<file path="config.mk">
export PLATFORM = sky130hd
export DESIGN_NAME = decimal_seven_segment_frame_writer
export DESIGN_NICKNAME = d
export VERILOG_FILES = /design/src/sv/dsw_pkg.sv /design/src/sv/dsw_dabble_stage.sv /design/src/sv/dsw_seg_stage.sv /design/src/sv/dsw_serializer.sv /design/src/sv/decimal_seven_segment_frame_writer.sv
export SDC_FILE = /design/constraint.sdc
export NUM_CORES = 1
export LEC_CHECK = 0
export BUFFER_PORTS_ARGS = -buffer_cell sky130_fd_sc_hd__buf_4
export CORE_MARGIN = 5
export CORE_UTILIZATION = 45
export CTS_BUF_LIST = sky130_fd_sc_hd__clkbuf_4
export DETAILED_ROUTE_END_ITERATION = 6
export PLACE_DENSITY_LB_ADDON = 0.2
export SYNTH_ARGS = -nofsm -noshare
export SYNTH_HDL_FRONTEND = slang
export SYNTH_SLANG_ARGS = --single-unit
</file>
<file path="constraint.sdc">
create_clock -name clk_i -period 9.85 [get_ports clk_i]
set_input_delay 2.955 -clock clk_i [delete_from_list [all_inputs] [get_ports clk_i]]
set_output_delay 2.955 -clock clk_i [all_outputs]
set_load 0.02 [all_outputs]
</file>
<file path="src/sv/dsw_pkg.sv">
// Shared constants, types and the segment table of the decimal frame writer.
`default_nettype none

package dsw_pkg;

  // Command and address bytes of the display bus.
  localparam logic [7:0] CMD_FIXED_ADDR = 8'h44;
  localparam logic [7:0] CMD_DISPLAY_ON = 8'h8F;
  localparam logic [7:0] ADDR_BASE      = 8'hC0;

  // Conversion geometry: eight BCD digits, four input bits per stage.
  localparam int NUMBER_WIDTH = 32;
  localparam int BCD_DIGITS   = 8;
  localparam int BCD_WIDTH    = 4 * BCD_DIGITS;
  localparam int STAGE_BITS   = 4;
  localparam int STAGE_COUNT  = NUMBER_WIDTH / STAGE_BITS;

  // Payload carried through the binary to BCD stages.
  typedef struct packed {
    logic                    clear;
    logic [NUMBER_WIDTH-1:0] rest;
    logic [BCD_WIDTH-1:0]    bcd;
  } dsw_dabble_t;

  // Seven-segment code of one BCD digit, bit order -PGFEDCBA.
  function automatic logic [7:0] seg_code(input logic [3:0] digit);
    logic [7:0] code;
    case (digit)
      4'd0:    code = 8'h3F;
      4'd1:    code = 8'h06;
      4'd2:    code = 8'h5B;
      4'd3:    code = 8'h4F;
      4'd4:    code = 8'h66;
      4'd5:    code = 8'h6D;
      4'd6:    code = 8'h7D;
      4'd7:    code = 8'h07;
      4'd8:    code = 8'h7F;
      4'd9:    code = 8'h6F;
      default: code = 8'h00;
    endcase
    return code;
  endfunction

endpackage

`default_nettype wire

</file>
<file path="src/sv/dsw_dabble_stage.sv">
// One registered shift-and-add-three stage of the binary to BCD conversion.
`default_nettype none

module dsw_dabble_stage import dsw_pkg::*; (
  input  logic        clk_i,
  input  logic        rst_ni,
  input  logic        valid_i,
  output logic        ready_o,
  input  dsw_dabble_t data_i,
  output logic        valid_o,
  input  logic        ready_i,
  output dsw_dabble_t data_o
);

  logic        valid_q;
  dsw_dabble_t data_q;
  dsw_dabble_t data_d;

  // The stage takes a beat when it is empty or its beat moves on.
  assign ready_o = !valid_q || ready_i;

  // Shift in STAGE_BITS input bits; digits of five or more get three added first.
  // Carries out of the top digit are dropped, which keeps the value modulo 10^8.
  always_comb begin
    logic [BCD_WIDTH-1:0]    b;
    logic [NUMBER_WIDTH-1:0] r;
    b = data_i.bcd;
    r = data_i.rest;
    for (int s = 0; s < STAGE_BITS; s++) begin
      for (int k = 0; k < BCD_DIGITS; k++) begin
        if (b[4*k +: 4] >= 4'd5) begin
          b[4*k +: 4] = b[4*k +: 4] + 4'd3;
        end
      end
      {b, r} = {b[BCD_WIDTH-2:0], r, 1'b0};
    end
    data_d.clear = data_i.clear;
    data_d.rest  = r;
    data_d.bcd   = b;
  end

  // Valid bit of the stage.
  always_ff @(posedge clk_i or negedge rst_ni) begin
    if (!rst_ni) begin
      valid_q <= 1'b0;
    end else if (ready_o) begin
      valid_q <= valid_i;
    end
  end

  // Stage payload.
  always_ff @(posedge clk_i) begin
    if (ready_o && valid_i) begin
      data_q <= data_d;
    end
  end

  assign valid_o = valid_q;
  assign data_o  = data_q;

endmodule

`default_nettype wire

</file>
<file path="src/sv/dsw_seg_stage.sv">
// Registered stage that turns the kept BCD digits into segment codes.
`default_nettype none

module dsw_seg_stage import dsw_pkg::*; #(
  parameter int DIGIT_COUNT = 8
) (
  input  logic                        clk_i,
  input  logic                        rst_ni,
  input  logic                        valid_i,
  output logic                        ready_o,
  input  dsw_dabble_t                 data_i,
  output logic                        valid_o,
  input  logic                        ready_i,
  output logic [DIGIT_COUNT-1:0][7:0] codes_o
);

  logic                        valid_q;
  logic [DIGIT_COUNT-1:0][7:0] codes_q;
  logic [DIGIT_COUNT-1:0][7:0] codes_d;

  assign ready_o = !valid_q || ready_i;

  // Code k belongs to the most significant kept digit first; clear blanks all.
  always_comb begin
    for (int k = 0; k < DIGIT_COUNT; k++) begin
      codes_d[k] = data_i.clear ? 8'h00 : seg_code(data_i.bcd[4*(DIGIT_COUNT-1-k) +: 4]);
    end
  end

  // Valid bit of the stage.
  always_ff @(posedge clk_i or negedge rst_ni) begin
    if (!rst_ni) begin
      valid_q <= 1'b0;
    end else if (ready_o) begin
      valid_q <= valid_i;
    end
  end

  // Segment codes.
  always_ff @(posedge clk_i) begin
    if (ready_o && valid_i) begin
      codes_q <= codes_d;
    end
  end

  assign valid_o = valid_q;
  assign codes_o = codes_q;

endmodule

`default_nettype wire

</file>
<file path="src/sv/dsw_serializer.sv">
// Byte sequencer that sends the command, address and data frames of one request.
`default_nettype none

module dsw_serializer import dsw_pkg::*; #(
  parameter int DIGIT_COUNT    = 8,
  parameter int POSITION_COUNT = 16
) (
  input  logic                        clk_i,
  input  logic                        rst_ni,
  input  logic                        valid_i,
  output logic                        ready_o,
  input  logic [DIGIT_COUNT-1:0][7:0] codes_i,
  output logic                        strobe_o,
  output logic [7:0]                  bus_byte_o,
  output logic                        frame_start_o,
  output logic                        frame_end_o,
  output logic                        last_o
);

  localparam int LastIdx = 2 * POSITION_COUNT + 1;
  localparam int CntW    = $clog2(LastIdx + 1);

  logic                        active_q;
  logic [CntW-1:0]             cnt_q;
  logic [DIGIT_COUNT-1:0][7:0] codes_q;
  logic                        at_last;
  logic                        take;
  logic [CntW-1:0]             j;
  logic [7:0]                  byte_d;
  logic                        fs_d;
  logic                        fe_d;
  logic                        last_d;
  logic                        strobe_q;
  logic [7:0]                  byte_q;
  logic                        fs_q;
  logic                        fe_q;
  logic                        last_q;

  // A new request loads as the last beat of the current one goes out.
  assign at_last = (cnt_q == CntW'(LastIdx));
  assign ready_o = !active_q || at_last;
  assign take    = valid_i && ready_o;

  // Sequence counter and held segment codes.
  always_ff @(posedge clk_i or negedge rst_ni) begin
    if (!rst_ni) begin
      active_q <= 1'b0;
      cnt_q    <= '0;
    end else if (take) begin
      active_q <= 1'b1;
      cnt_q    <= '0;
    end else if (active_q) begin
      if (at_last) begin
        active_q <= 1'b0;
      end else begin
        cnt_q <= cnt_q + 1'b1;
      end
    end
  end

  always_ff @(posedge clk_i) begin
    if (take) begin
      codes_q <= codes_i;
    end
  end

  // Beat decode: command, then address and data pairs, then display on.
  assign j = cnt_q - 1'b1;

  always_comb begin
    byte_d = 8'h00;
    fs_d   = 1'b0;
    fe_d   = 1'b0;
    last_d = 1'b0;
    if (cnt_q == '0) begin
      byte_d = CMD_FIXED_ADDR;
      fs_d   = 1'b1;
      fe_d   = 1'b1;
    end else if (at_last) begin
      byte_d = CMD_DISPLAY_ON;
      fs_d   = 1'b1;
      fe_d   = 1'b1;
      last_d = 1'b1;
    end else if (!j[0]) begin
      byte_d = ADDR_BASE + 8'(j >> 1);
      fs_d   = 1'b1;
    end else begin
      fe_d = 1'b1;
      // Data of even position 2k is digit k; every other position gets zero.
      for (int k = 0; k < DIGIT_COUNT; k++) begin
        if (2 * k < POSITION_COUNT && j == CntW'(4 * k + 1)) begin
          byte_d = codes_q[k];
        end
      end
    end
  end

  // Output register: each beat is shown for exactly one cycle.
  always_ff @(posedge clk_i or negedge rst_ni) begin
    if (!rst_ni) begin
      strobe_q <= 1'b0;
    end else begin
      strobe_q <= active_q;
    end
  end

  always_ff @(posedge clk_i) begin
    byte_q <= byte_d;
    fs_q   <= fs_d;
    fe_q   <= fe_d;
    last_q <= last_d;
  end

  assign strobe_o      = strobe_q;
  assign bus_byte_o    = byte_q;
  assign frame_start_o = fs_q;
  assign frame_end_o   = fe_q;
  assign last_o        = last_q;

endmodule

`default_nettype wire

</file>
<file path="src/sv/decimal_seven_segment_frame_writer.sv">
// Top level of the decimal seven-segment frame writer.
//
// A request is taken on a rising edge with start high and busy low. func_i
// selects show-number (0) or clear (1); number_i is the value, of which the
// low DIGIT_COUNT decimal digits are shown with leading zeros.
// Each request gives 2*POSITION_COUNT+2 beats on the output, one per cycle,
// each marked by strobe_o for exactly one cycle: the fixed-address command,
// an address and a data beat for every position, then the display-on command.
// frame_start_o and frame_end_o mark chip-select framing, last_o the final beat.
// On the way to the first beat a request passes eight conversion stages of four
// input bits each, one segment stage, the sequencer load and the output register.
// The byte sequencer sends one beat a cycle, so requests stream without gaps;
// up to nine more requests wait in the stages meanwhile, and busy is high only
// while the first stage is full and cannot move on.
// The receiver cannot stall; beats are never held back or repeated.
// Reset empties all stages and the sequencer; no beat is shown afterward
// until a new request arrives.
`default_nettype none

module decimal_seven_segment_frame_writer import dsw_pkg::*; #(
  parameter int DIGIT_COUNT    = 8,
  parameter int POSITION_COUNT = 16
) (
  input  logic        clk_i,
  input  logic        rst_ni,
  input  logic        start,
  output logic        busy,
  input  logic        func_i,
  input  logic [31:0] number_i,
  output logic        strobe_o,
  output logic [7:0]  bus_byte_o,
  output logic        frame_start_o,
  output logic        frame_end_o,
  output logic        last_o
);

  dsw_dabble_t                 pipe_data  [STAGE_COUNT+1];
  logic                        pipe_valid [STAGE_COUNT+1];
  logic                        pipe_ready [STAGE_COUNT+1];
  logic                        seg_valid;
  logic                        seg_ready;
  logic [DIGIT_COUNT-1:0][7:0] seg_codes;

  // Entry of the conversion pipeline.
  assign pipe_valid[0]       = start;
  assign pipe_data[0].clear  = func_i;
  assign pipe_data[0].rest   = number_i;
  assign pipe_data[0].bcd    = '0;
  assign busy                = !pipe_ready[0];

  // Binary to BCD conversion, four input bits per stage.
  for (genvar g = 0; g < STAGE_COUNT; g++) begin : g_dabble
    dsw_dabble_stage u_stage (
      .clk_i   (clk_i),
      .rst_ni  (rst_ni),
      .valid_i (pipe_valid[g]),
      .ready_o (pipe_ready[g]),
      .data_i  (pipe_data[g]),
      .valid_o (pipe_valid[g+1]),
      .ready_i (pipe_ready[g+1]),
      .data_o  (pipe_data[g+1])
    );
  end

  // Segment encoding.
  dsw_seg_stage #(
    .DIGIT_COUNT (DIGIT_COUNT)
  ) u_seg (
    .clk_i   (clk_i),
    .rst_ni  (rst_ni),
    .valid_i (pipe_valid[STAGE_COUNT]),
    .ready_o (pipe_ready[STAGE_COUNT]),
    .data_i  (pipe_data[STAGE_COUNT]),
    .valid_o (seg_valid),
    .ready_i (seg_ready),
    .codes_o (seg_codes)
  );

  // Frame sequencing and output register.
  dsw_serializer #(
    .DIGIT_COUNT    (DIGIT_COUNT),
    .POSITION_COUNT (POSITION_COUNT)
  ) u_ser (
    .clk_i         (clk_i),
    .rst_ni        (rst_ni),
    .valid_i       (seg_valid),
    .ready_o       (seg_ready),
    .codes_i       (seg_codes),
    .strobe_o      (strobe_o),
    .bus_byte_o    (bus_byte_o),
    .frame_start_o (frame_start_o),
    .frame_end_o   (frame_end_o),
    .last_o        (last_o)
  );

`ifndef SYNTHESIS
  // The final beat is always a one-byte command frame.
  a_last_frame : assert property (@(posedge clk_i) disable iff (!rst_ni)
    strobe_o && last_o |-> frame_start_o && frame_end_o)
    else $error("last beat is not a one-byte frame");

  // An address beat that opens a two-byte frame is followed by its data beat.
  a_addr_then_data : assert property (@(posedge clk_i) disable iff (!rst_ni)
    strobe_o && frame_start_o && !frame_end_o |=>
      strobe_o && !frame_start_o && frame_end_o && !last_o)
    else $error("address beat not followed by data beat");

  // A data beat only ever follows an address beat.
  a_data_after_addr : assert property (@(posedge clk_i) disable iff (!rst_ni)
    strobe_o && !frame_start_o |->
      $past(strobe_o) && $past(frame_start_o) && !$past(frame_end_o))
    else $error("data beat without preceding address beat");
`endif

endmodule

`default_nettype wire
</file>
==> impl_metrics.yaml, run 1 <==
run_status:
  outcome: "completed"
detailed_routing:
  drtIter0Drc: 1484
  avgRoutedWirePerCell_um: 12.8
  drc: 0
  totalWireLength_um: 57700
  avgViaCountPerCell: 5.41
  dr.pass1.iters: 6
  antenna_left: 0
  vias: 24410
yosys:
  synth_area_um2: 31700
  syn_area_per_cell_um2: 9.37
  yosys.area.top_type_share: 0.383
  ys_top_cells_by_count: "edfxtp_1 (404), nor2_1 (306), nand2_1 (288), a21oi_1 (254), o21ai_0 (252)"
  synthCells: 3383
  yosys_warnings: 0
  synth-seq-cells: 432
  dominantRegCellSynth: "edfxtp_1"
  yosys-top-cells-area: "edfxtp_1 (38%), ha_1 (7.6%), a21oi_1 (4.0%)"
  synth_cell_type_count: 113
  synthesis.nets: 3612
  synth_largest_area_cell: "edfxtp_1"
  synth.most_common_cell: "edfxtp_1"
  ys_seq_area_frac: 0.403
  synth-async-reset-ratio: 0.0394
  synth_edf_count: 404
timing:
  rsz0062_at_grt: "no"
  fin_crit_ps: 6720
  setup_viol_count_final: 0
  max_freq_mhz: 149
  tns_ps: 0
  hold_viol: 0
  final.setup.worst_slack_ps: 3130
  worst_pin_slew_ps: 1100
  drv_slew: 0
  max_slew_margin: 0.268
  clock_skew_ps: 95.6
  finalCritPeriodShare: 0.682
power:
  p_leak_uw: 0.0131
  fin_total_pwr_uw: 3560
  ir_drop_v: 0.0000976
  power_density_nw_per_um2: 103
clocking:
  path_clk_slew_ps: 70
  holdBufCountCts: 0
  clk_path_buf_depth: 3
  cts_tree: "done"
  insertion_delay_ps: 870
  ctsResizeCount: 0
  postCtsSetupBuffers: 0
  cts-buffers-inserted: 118
  cts_root_buffer: "clkbuf_4"
  cts.sinks: 432
  htreeDepth: 3
critical_path:
  cp-start-kind: "flop"
  worst_ep_arrival_time_ps: 3760
  critPathKind: "reg2out"
  worstPathRequired_ps: 6900
  endpoint_kind: "primary output"
  cp_max_fo: 15
layout:
  area_delta_synth_final_pct: 8.88
  nNetsFinal: 3705
  regArea_um2: 12800
  final_core_util: 0.494
  n_fill_cell: 6677
  final_cells: 4513
  multiInputGateArea_um2: 17700
  drive_above_1_share: 0.123
global_route:
  grt_max_degree: 57
  grt_use_total: 0.152
  overflow: 0
  grt_pass1_vias: 22543
  antenna_found_initial: 2
  grt_pass1_wl_um: 101000
die:
  start_util: 0.454
  io_pins: 49
  fp-row-count: 97
  die_h_um: 275
  core_um2: 69900
  fp.dieW_um: 275
  fp.dieArea_um2: 75900
placement:
  pre_cts_ws_ps: 4050
  placed_cells: 4296
  hpwlAfterDp_um: 40800
  io_buffer_count: 48
  gp_routability_congestion: 0.848
flow_run:
  cap_violations: 0
hold_path:
  holdCritPathClass: "reg2reg"
[critical path, cell delays in order, from the launching register on]
cell and delay (ps):
dfrtp_1 540, ha_1 280, nand3_1 170, and2_1 300
nand3_1 160, nor2_1 640, and2_1 360, nand4_1 200
inv_1 90, buf_4 140
[power by group]
group | total, µW | switching, µW | internal (µW) | leakage, µW
clock network | 1560 | 773 | 786 | 0.000882
registers | 1980 | 0.289 | 1980 | 0.00391
logic | 22.1 | 9.26 | 12.9 | 0.00829
[per-layer routing]
metal	wire [µm]	up-vias	GRT usage
met4	1170	0	0.0452
met1	28200	11149	0.207
met5	0	-	0
li1	-	12858	-
met3	2120	85	0.0274
met2	26200	318	0.247
[logic make-up (layout without fill, tap and decap cells)]
| kind of cell | Yosys count | after routing | share of synthesized area |
|---|---|---|---|
| XOR/XNOR | 163 | 163 | 0.0488 |
| multiplexers | 139 | 139 | 0.0472 |
| other | 0 | 1 | 0 |
| flip-flops | 432 | 432 | 0.403 |
| AND/OR/NAND/NOR | 1021 | 1021 | 0.154 |
| adder cells (fa/ha/maj) | 195 | 195 | 0.0768 |
| buffers and inverters | 316 | 505 | 0.0384 |
| AO/OA/AOI/OAI | 1117 | 1117 | 0.231 |
[path summary, 6_finish.rpt]
| path | from | endpoint | slack [ps] | cells past startpoint |
|---|---|---|---|---|
| worst max-delay path | u_ser.cnt_q[0] | busy | 3130 | 9 |
| worst max register to register | g_dabble[0].u_stage.data_o[0] | g_dabble[1].u_stage.data_o[6] | 4860 | 21 |
| worst min-delay path | u_seg.codes_o[22] | u_ser.codes_q[22] | 350 | 0 |
| worst min register to register | u_seg.codes_o[22] | u_ser.codes_q[22] | 350 | 0 |
| max in group asynchronous | rst_ni | g_dabble[4].u_stage.valid_o | 7520 | 1 |
| min in group asynchronous | rst_ni | u_ser.cnt_q[3] | 1980 | 1 |
[cell type report]
| type | instances | area share |
|---|---|---|
| well taps | 940 | 0.0341 |
| clock inverters | 50 | 0.00689 |
| diodes | 1 | 0.0000725 |
| inverters | 221 | 0.0240 |
| flip-flops and latches | 432 | 0.370 |
| clock buffers | 166 | 0.0361 |
| multi-input cells | 2635 | 0.514 |
| repair buffers | 68 | 0.0148 |
[state kept, by name (all words and copies together) (netlist names)]
register                  count
g_dabble.u_stage.data_o     292
u_ser.bus_byte_o              8
u_seg.codes_o                56
u_ser.cnt_q                   6
u_ser.codes_q                56
u_ser.active_q                1
u_seg.valid_o                 1
u_ser.last_o                  1
g_dabble.u_stage.valid_o      8
u_ser.frame_end_o             1
u_ser.strobe_o                1
u_ser.frame_start_o           1
[through the flow]
step | hold WS (ps) | cell area, µm²
2_1_floorplan | 366 | 31700
3_3_place_gp | 382 | 33000
3_5_place_dp | 395 | 33000
4_1_cts | 349 | 34500
5_1_grt | 342 | 34500
6_report | 349 | 34500
[cell usage in the layout, fill, tap and decap left out, drive strengths merged, types with 27 or more instances in the layout]
cell	n
edfxtp	404
o21ai	321
nor2	306
nand2	288
a21oi	282
inv	219
ha	193
clkbuf	166
xnor2	128
nand2b	94
mux2i	88
nor3	72
buf	68
a31oi	63
o21a	60
clkinv	52
mux2	49
nand3	48
a211oi	43
o211ai	39
o22ai	39
xor2	35
nor3b	29
and2	29
a22oi	28
or2	28
nor2b	27
(Power assumes the default switching activity.)
==> run 2, diff against run 1 <==
--- a/config.mk
+++ b/config.mk
@@ -5,6 +5,7 @@
 export SDC_FILE = /design/constraint.sdc
 export NUM_CORES = 1
 export LEC_CHECK = 0
+export ABC_AREA = 1
 export BUFFER_PORTS_ARGS = -buffer_cell sky130_fd_sc_hd__buf_4
 export CORE_MARGIN = 5
 export CORE_UTILIZATION = 45
==> constraint.sdc (replaced) <==
create_clock -name clk_i -period 5.9 [get_ports clk_i]
set_input_delay 1.77 -clock clk_i [delete_from_list [all_inputs] [get_ports clk_i]]
set_output_delay 1.77 -clock clk_i [all_outputs]
set_load 0.02 [all_outputs]
==> run 2 against run 1 <==
  * Die area down 5.6%
  * Via count down 5.5%
  * Utilization up 0.56 points
  * Final area down 4.9%
  * Largest cell class unchanged
  * Critical endpoint unchanged
  * Synthesized cell count up 12%
  * Register-to-register slack worse by 2700 ps
  * Sequential share of layout area up 1.9 points
==> impl_metrics.yaml, run 2 <==
run_status:
  outcome: "completed"
power:
  power_density_nw_per_um2: 428
  ir_drop_v: 0.000306
  p_leak_uw: 0.0167
yosys:
  synth_cell_type_count: 51
  ys_seq_area_frac: 0.428
  syn_area_per_cell_um2: 7.91
  ys_top_cells_by_count: "nand2_1 (1264), inv_1 (640), edfxtp_1 (404), nand3_1 (343), ha_1 (193)"
  synth_edf_count: 404
  synth-async-reset-ratio: 0.0394
  synth.most_common_cell: "nand2_1"
  synth_area_um2: 29900
  synthesis.nets: 4006
  dominantRegCellSynth: "edfxtp_1"
  yosys-top-cells-area: "edfxtp_1 (41%), nand2_1 (16%), ha_1 (8.1%)"
  synth_largest_area_cell: "edfxtp_1"
  yosys.area.top_type_share: 0.406
  synthCells: 3777
  synth-seq-cells: 432
  yosys_warnings: 0
timing:
  worst_pin_slew_ps: 995
  clock_skew_ps: 60.9
  finalCritPeriodShare: 0.922
  max_slew_margin: 0.335
  rsz0062_at_grt: "no"
  tns_ps: 0
  hold_viol: 0
  setup_viol_count_final: 0
  max_freq_mhz: 184
  fin_crit_ps: 5440
  drv_slew: 0
  final.setup.worst_slack_ps: 459
clocking:
  cts-buffers-inserted: 113
  insertion_delay_ps: 860
  htreeDepth: 3
  cts.sinks: 432
  cts_root_buffer: "clkbuf_4"
  clk_path_buf_depth: 3
  path_clk_slew_ps: 60
  holdBufCountCts: 0
  cts_tree: "done"
  postCtsSetupBuffers: 0
  ctsResizeCount: 0
die:
  core_um2: 65700
  start_util: 0.454
  die_h_um: 268
  fp.dieW_um: 268
  io_pins: 49
  fp.dieArea_um2: 71600
  fp-row-count: 94
critical_path:
  worst_ep_arrival_time_ps: 3670
  worstPathRequired_ps: 4130
  cp_max_fo: 7
  critPathKind: "reg2out"
  cp-start-kind: "flop"
  endpoint_kind: "primary output"
placement:
  io_buffer_count: 48
  placed_cells: 4695
  hpwlAfterDp_um: 38000
  gp_routability_congestion: 0.793
  pre_cts_ws_ps: 1330
detailed_routing:
  avgViaCountPerCell: 4.71
  vias: 23071
  drtIter0Drc: 798
  drc: 0
  totalWireLength_um: 49300
  avgRoutedWirePerCell_um: 10.1
  dr.pass1.iters: 5
  antenna_left: 0
layout:
  area_delta_synth_final_pct: 9.93
  final_cells: 4895
  drive_above_1_share: 0.130
  largest_reg_flops: 292
  layout_common_cells: "nand2_1 (1264), inv_1 (639), edfxtp_1 (404), nand3_1 (343), ha_1 (193)"
  layout_commonest_cell: "nand2_1"
  nNetsFinal: 4175
global_route:
  grt_pass1_wl_um: 88900
  grt_use_total: 0.141
  antenna_found_initial: 1
  grt_max_degree: 59
  overflow: 0
  grt_pass1_vias: 21665
hold_path:
  holdCritPathClass: "reg2reg"
flow_run:
  cap_violations: 0
run 2: changes by cell type in the layout (fill, tap and decap cells not counted), sizes merged, moves of 88 or more:
| cell | previous run | this run |
|---|---|---|
| xnor2 | 128 | 9 |
| nor2 | 306 | 115 |
| nand2b | 94 | 0 |
| nand4 | 9 | 102 |
| nand3 | 48 | 406 |
| nand2 | 288 | 1411 |
| inv | 219 | 650 |
| mux2i | 88 | 0 |
| a21oi | 282 | 82 |
| o21ai | 321 | 174 |
run 2: worst paths after layout:
path                                                  end                      startpoint  cells past startpoint  slack [ps]
max                                                  busy                  u_ser.cnt_q[1]                     18         460
min                                     u_ser.codes_q[50]               u_seg.codes_o[50]                      0         390
max reg2reg                g_dabble[7].u_stage.data_o[30]  g_dabble[6].u_stage.data_o[24]                     27        2180
min reg2reg                             u_ser.codes_q[50]               u_seg.codes_o[50]                      0         390
max in group asynchronous                  u_ser.cnt_q[3]                          rst_ni                      1        4890
min in group asynchronous     g_dabble[1].u_stage.valid_o                          rst_ni                      1         770
run 2: critical path, stage by stage (launching register included):
cell and delay (ps):
dfrtp_1 390, inv_1 140, ha_1 240, nand4_4 130
nand2_2 100, nor2_1 110, inv_1 80, nor2_1 80
inv_1 70, nor2_1 220, inv_1 100, nor2_1 220
nand2_1 140, nor2_2 190, nand2_1 130, nor2_2 170
nand2_1 110, inv_1 60, buf_4 130
run 2: report_power, final:
part | total [µW] | switching, µW | internal (µW)
sequential | 4270 | 131 | 4140
combinational | 7270 | 4790 | 2480
clock | 2520 | 1220 | 1300
run 2: area by class of cell:
class	count	area (µm²)
antenna	2	5.00
clock inverter	30	161
sequential	432	12800
timing repair buffer	57	428
inverter	649	2440
clock buffer	168	1260
fill	6361	32900
tap	864	1080
multi-input combinational	2693	14700
run 2: logic make-up after synthesis:
logic type / after synthesis / share of synthesized area
xor+xnor: 73 / 0.0234
fa+ha+maj: 193 / 0.0809
compound gates: 340 / 0.0674
flops: 432 / 0.428
buf+inv: 652 / 0.0819
simple gates: 2087 / 0.319
run 2: through the flow:
step,cell area [µm²],utilization,hold WS (ps),total power [µW]
floorplan,29900,-,372,10400
global placement,31400,0.478,377,11600
detailed placement,31400,0.478,377,11700
CTS,32800,0.499,382,14300
global route,32800,0.499,382,15700
finish,32800,0.499,387,14100
run 2: routing by layer:
layer / global-route usage / part of all wire
met5: 0 / 0
met1: 0.158 / 0.44
met2: 0.264 / 0.50
met3: 0.0276 / 0.031
met4: 0.0534 / 0.027
